**src/sv/tfr_pkg.sv**
```systemverilog
// tfr_pkg: shared types, format codes and channel widening helpers for the
// texel-to-RGBA8 converter. No dependencies.
package tfr_pkg;

	// Texel layout codes held in the format register
	typedef enum logic [3:0] {
		FMT_RGB332   = 4'd0,
		FMT_A8       = 4'd2,
		FMT_I8       = 4'd3,
		FMT_AI44     = 4'd4,
		FMT_P8       = 4'd5,
		FMT_ARGB8332 = 4'd8,
		FMT_RGB565   = 4'd10,
		FMT_ARGB1555 = 4'd11,
		FMT_ARGB4444 = 4'd12,
		FMT_AI88     = 4'd13,
		FMT_AP88     = 4'd14
	} tfr_fmt_t;

	// Register index, taken from paddr[2]
	localparam logic REG_TEXEL_FORMAT   = 1'b0;
	localparam logic REG_PALETTE_ENABLE = 1'b1;

	localparam int PAL_DEPTH = 256;
	localparam int PAL_WIDTH = 32;

	// Command codes on the input channel
	localparam logic CMD_DECODE    = 1'b0;
	localparam logic CMD_PAL_WRITE = 1'b1;

	typedef struct packed {
		logic [3:0] texel_format;
		logic       palette_enable;
	} tfr_cfg_t;

	typedef struct packed {
		logic [7:0] red;
		logic [7:0] green;
		logic [7:0] blue;
		logic [7:0] alpha;
		logic       bad_format;
	} tfr_pix_t;

	// Rounded widening to 8 bits, (v*255 + m/2)/m.
	// For 2, 3 and 4 bits bit replication gives exactly that value.
	function automatic logic [7:0] widen2(input logic [1:0] v);
		return {v, v, v, v};
	endfunction

	function automatic logic [7:0] widen3(input logic [2:0] v);
		return {v, v, v[2:1]};
	endfunction

	function automatic logic [7:0] widen4(input logic [3:0] v);
		return {v, v};
	endfunction

	// 5 bits: divide by 31 as multiply by ceil(2^18/31) and shift
	function automatic logic [7:0] widen5(input logic [4:0] v);
		logic [12:0] num;
		logic [26:0] prod;
		num  = 13'(v) * 13'd255 + 13'd15;
		prod = 27'(num) * 27'd8457;
		return prod[25:18];
	endfunction

	// 6 bits: divide by 63 as multiply by ceil(2^20/63) and shift
	function automatic logic [7:0] widen6(input logic [5:0] v);
		logic [13:0] num;
		logic [27:0] prod;
		num  = 14'(v) * 14'd255 + 14'd31;
		prod = 28'(num) * 28'd16645;
		return prod[27:20];
	endfunction

endpackage

```
**src/sv/tfr_cfg.sv**
```systemverilog
// tfr_cfg: APB register file for texel format and palette enable.
// Depends on tfr_pkg.
module tfr_cfg
	import tfr_pkg::*;
(
	input  logic        clk,
	input  logic        arst_n,
	input  logic        psel,
	input  logic        penable,
	input  logic        pwrite,
	input  logic [2:0]  paddr,
	input  logic [31:0] pwdata,
	output logic [31:0] prdata,
	output logic        pready,
	output tfr_cfg_t    cfg
);

	logic [3:0] texel_format_q;
	logic       palette_enable_q;
	logic       wr_en;

	assign pready = 1'b1;
	assign wr_en  = psel && penable && pwrite && pready;

	// register writes
	always_ff @(posedge clk or negedge arst_n) begin
		if (!arst_n) begin
			texel_format_q   <= '0;
			palette_enable_q <= 1'b0;
		end else if (wr_en) begin
			unique case (paddr[2])
				REG_TEXEL_FORMAT:   texel_format_q   <= pwdata[3:0];
				REG_PALETTE_ENABLE: palette_enable_q <= pwdata[0];
				default: ;
			endcase
		end
	end

	// read mux
	always_comb begin
		unique case (paddr[2])
			REG_TEXEL_FORMAT:   prdata = {28'd0, texel_format_q};
			REG_PALETTE_ENABLE: prdata = {31'd0, palette_enable_q};
			default:            prdata = '0;
		endcase
	end

	assign cfg.texel_format   = texel_format_q;
	assign cfg.palette_enable = palette_enable_q;

endmodule

```
**config.mk**
```make
export PLATFORM = sky130hd
export DESIGN_NAME = tfr_cfg
export DESIGN_NICKNAME = d
export VERILOG_FILES = /design/src/sv/tfr_pkg.sv /design/src/sv/tfr_cfg.sv
export SDC_FILE = /design/constraint.sdc
export NUM_CORES = 1
export LEC_CHECK = 0
export ABC_AREA = 1
export BUFFER_PORTS_ARGS = -buffer_cell sky130_fd_sc_hd__buf_4
export CAP_MARGIN = 20
export CORE_MARGIN = 10
export CORE_UTILIZATION = 28
export CTS_CLUSTER_DIAMETER = 80
export DETAILED_ROUTE_END_ITERATION = 7
export PLACE_DENSITY_LB_ADDON = 0.2
export SYNTH_ARGS = -nofsm -noshare
export SYNTH_HDL_FRONTEND = slang
export SYNTH_SLANG_ARGS = --single-unit
```
**constraint.sdc**
```tcl
create_clock -name clk -period 0.8 [get_ports clk]
set_input_delay 0.2 -clock clk [delete_from_list [all_inputs] [get_ports clk]]
set_output_delay 0.2 -clock clk [all_outputs]
set_load 0.05 [all_outputs]
```
# ---- Word-level counts from Yosys, hierarchy flattened
# Index checks and enable logic that the tools add are counted.
dict set report classes {
  muxes 1
  bitwise_logic 1
  n_reduce_logical 4
}
# op n
set op_table {}
lappend op_table {{$pmux W32 S2} 1}
lappend op_table {{$reduce_and A2 Y1} 2}
lappend op_table {{$logic_and A1 B1 Y1} 2}
lappend op_table {{$not A1 Y1} 1}
dict set report word_totals {
  ff_bits 5
  in_bits 40
  word_cells 8
}

# ---- Depth between registers and ports, before layout
dict set report logic_depth {
  depth_word 3
  mapped_depth 4
  ltp_nobuf 4
}

# ---- Least setup slack after synthesis
# OpenSTA, ideal clock, no wires.
dict set report synth_path {
  path_kind {register to output}
  startpoint {register texel_format_q[1]}
  endpoint {output prdata[1]}
  t_arrival_ns 1.357
  path_slack_ns -0.757
  path_stages_with_launch 3
  n_path_buf 0
  cell_sequence {dfrtp_1 -> inv_1 -> nor2_1}
}
dict set report synth_between {
  elab_chain_len 1
}
# item line
set synth_rtl {}
lappend synth_rtl {{start: declaration} tfr_cfg.sv:18} ;# logic [3:0] texel_format_q;
lappend synth_rtl {{start signal: assignment} tfr_cfg.sv:32} ;# REG_TEXEL_FORMAT: texel_format_q <= pwdata[3:0];
lappend synth_rtl {{$pmux W32 S2} tfr_cfg.sv:41} ;# unique case (paddr[2])
lappend synth_rtl {{end: declaration} tfr_cfg.sv:13} ;# output logic [31:0] prdata,
# No other way between the ends. The select of a mux whose other input is x is not followed.

# ---- Worst setup path after layout
dict set report layout_path {
  startpoint {register texel_format_q[0]}
  endpoint {output prdata[0]}
}
# The elaborated chain is that of the path after synthesis.

==> qor_table.md <==
| Metric | Value | Unit |
|:---|:---|:---|
| Status | complete, but fails checks | - |
| Failing checks | setup timing | - |
| Met1 track utilization from global routing | 6.59 | % |
| Largest clock skew in the final design | 0 | ns |
| IO Count | 78 | - |
| Net count, final | 133 | - |
| Cell area after technology mapping | 490 | um2 |
| Post-route ant nets | 0 | - |
| FMAX | 898 | MHz |
| Placeable core area | 0.00169 | mm2 |
| PnR worst setup slack | -0.313 | ns |
| Height of the die | 61.9 | um |
| Fraction of layout instances using a drive strength above 1 | 46.7 | % |
| Post-route minimum period | 1.11 | ns |
| Post-synthesis to final-layout area growth | 40.6 | % |
| Required time at the endpoint of the critical path | 0.60 | ns |
| Leakage power of the design | 0.386 | nW |
| GR Util met2 | 9.81 | % |
| Count of buffers inserted at the top-level ports | 18 | - |
| Final count of pins violating max slew | 0 | - |
| Critical path class | flip-flop to output port | - |
| Largest net degree at the start of global routing | 8 | - |
| Number of DRC violations after detailed-routing iteration 0 | 7 | - |
| Placed cell count | 103 | - |
| Tot Pwr | 0.00164 | W |
| Synth unique cells | 11 | - |
| Residual overflow from global routing | 0 | - |
| Number of global-route vias before repair | 405 | - |
| Worst IR drop on VDD | 640 | uV |
| Number of vias per cell after detailed routing | 3.59 | - |
| Last weighted congestion value of the routability-driven placer | 0.711 | - |
| GR peak layer | met2 | - |
| Data arrival at the endpoint of the critical path | 0.91 | ns |
| Total clock sinks | 5 | - |
| Longest individual stage delay on the worst path | 0.41 | ns |
| Maximum number of buffers from clock root to sink | 2 | - |
| First-pass GRT wire length | 1.81 | mm |
| Number of antenna violations at the first check in global routing | 0 | - |
| Final setup fails | 9 | - |
| Most common cell after layout, fill and taps aside | sky130_fd_sc_hd__conb_1 | - |
| Final critical-path share of the clock period | 139 | % |
| Most frequent cells in the layout | sky130_fd_sc_hd__conb_1 (29), sky130_fd_sc_hd__buf_4 (14), sky130_fd_sc_hd__nand2_1 (11) | - |
| Post-detailed-route DRC marker count | 0 | - |
| Horizontal extent of the die | 61.9 | um |
| Reg-to-reg setup timing slack | 0.04 | ns |
| Drt first pass iters | 4 | - |
| Yosys warning total | 0 | - |
| Number of instances in the synthesized netlist | 67 | - |
| Avg WL per Cell | 11.4 | um |
| Post-route non-filler standard cell count | 109 | - |
| Post-route cell area | 689 | um2 |
| CP Cell Sequence | nand2_2 > nand2_4 > buf_8 | - |
| Clock slew at the register clock pins of the worst setup and hold paths | 0.04 | ns |
| Flip-flop and latch count after synthesis | 5 | - |
| Number of hold-slack violations in the final timing report | 0 | - |
| Sequential area share after synthesis | 25.5 | % |
| Clock latency on the worst-skew pair | 0.23 | ns |
| GRT met3 Usage | 3.66 | % |
| Type of destination of the critical path | output port | - |
| Area enclosed by the die boundary | 0.00383 | mm2 |
| Placement Rows | 15 | - |
| Max-cap violations | 0 | - |
| Detailed placement HPWL | 1.11 | mm |
| Clock root cell | sky130_fd_sc_hd__clkbuf_4 | - |
| Worst-path maximum fanout | 3 | - |
| Mean instance size in the synthesized netlist | 7.32 | um2 |
| Antenna diode count | 0 | - |
| Library cell contributing the largest single delay on the critical path | sky130_fd_sc_hd__dfrtp_2 | - |
| Startpoint type of the worst setup path | flip-flop | - |
| Overall track demand over capacity in global routing | 6.24 | % |
| Setup repair after global routing missed its margin | true | - |
| H-tree depth | 1 | - |
| Area after DPL | 591 | um2 |
| Detailed Route WL | 1.24 | mm |
| Initial Utilization | 29.0 | % |
| Worst hold path type | input pin to flip-flop | - |
| Number of CTS-inserted buffers | 3 | - |
| Power density relative to cell area | 2380 | mW/mm2 |
| Clock tree from TritonCTS | done | - |
| Via count | 391 | - |
registers in the layout (all words and copies together) (netlist names):
name / flops
texel_format_q: 4
palette_enable_q: 1
power breakdown:
part	leakage, nW	internal, W	switching, W
clock	0.0150	0.000188	0.0000941
sequential	0.0579	0.000309	0.0000509
combinational	0.313	0.000280	0.000718
cell type report:
class	instances	area [um2]
clock buffers	4	26.3
fillers	183	1000
inverters	5	18.8
multi-input cells	54	258
flip-flops and latches	5	130
well taps	17	21.3
repair buffers	24	235
synthesized netlist by cell type:
master,n,area [um2]
sky130_fd_sc_hd__buf_4,30,225
sky130_fd_sc_hd__conb_1,2,7.51
sky130_fd_sc_hd__dfrtp_1,5,125
sky130_fd_sc_hd__inv_1,3,11.3
sky130_fd_sc_hd__inv_2,2,7.51
sky130_fd_sc_hd__nand2_1,14,52.6
sky130_fd_sc_hd__nand3_1,5,25.0
sky130_fd_sc_hd__nand4_1,1,6.26
sky130_fd_sc_hd__nand4_2,1,12.5
sky130_fd_sc_hd__nor2_1,3,11.3
sky130_fd_sc_hd__nor2_2,1,6.26
routing by layer:
metal  share of wire, %  wire length, um
met1                 36              450
met2                 51              630
met3                 12              153
met4               0.40                5
met5                  0                0
repair_timing:
action / CTS / global route
gates resized for setup: 10 / 5
endpoints found under the hold margin: 5 / 0
buffers inserted: 1 / 0
endpoints found under the setup margin: 9 / 10
hold buffers: 1 / 0
pin swaps: 4 / 1
per-stage QoR:
stage,TNS [ns],utilization (%),hold WS [ns],setup WS [ns]
2_1_floorplan,-1.00,-,-0.0956,-0.277
3_3_place_gp,-1.02,35.0,0.00741,-0.162
3_5_place_dp,-0.993,35.0,0.00556,-0.156
4_1_cts,-2.54,39.7,0.193,-0.316
5_1_grt,-2.73,40.8,0.205,-0.361
6_report,-2.40,40.8,0.201,-0.313
final timing paths:
path / from / endpoint / cells past startpoint
worst max-delay path: texel_format_q[0]$_DFFE_PN0P_ / prdata[0] / 3
worst min-delay path: pwdata[3] / texel_format_q[3]$_DFFE_PN0P_ / 3
worst max register to register: texel_format_q[0]$_DFFE_PN0P_ / texel_format_q[0]$_DFFE_PN0P_ / 3
worst min register to register: texel_format_q[2]$_DFFE_PN0P_ / texel_format_q[2]$_DFFE_PN0P_ / 2
max in group asynchronous: arst_n / texel_format_q[3]$_DFFE_PN0P_ / 2
min in group asynchronous: arst_n / texel_format_q[0]$_DFFE_PN0P_ / 2
critical path, delay by kind of cell (launching register included):
kind	cells	cell delay (ns)
buffers and inverters	1	0.14
AND/OR/NAND/NOR	2	0.13
flip-flops	1	0.41
cells by family after synthesis:
logic type	after synthesis	share of synthesized area [%]
buf+inv	35	49.7
flops	5	25.5
other cells	2	1.53
simple gates	25	23.2
(Power assumes the default switching activity.)
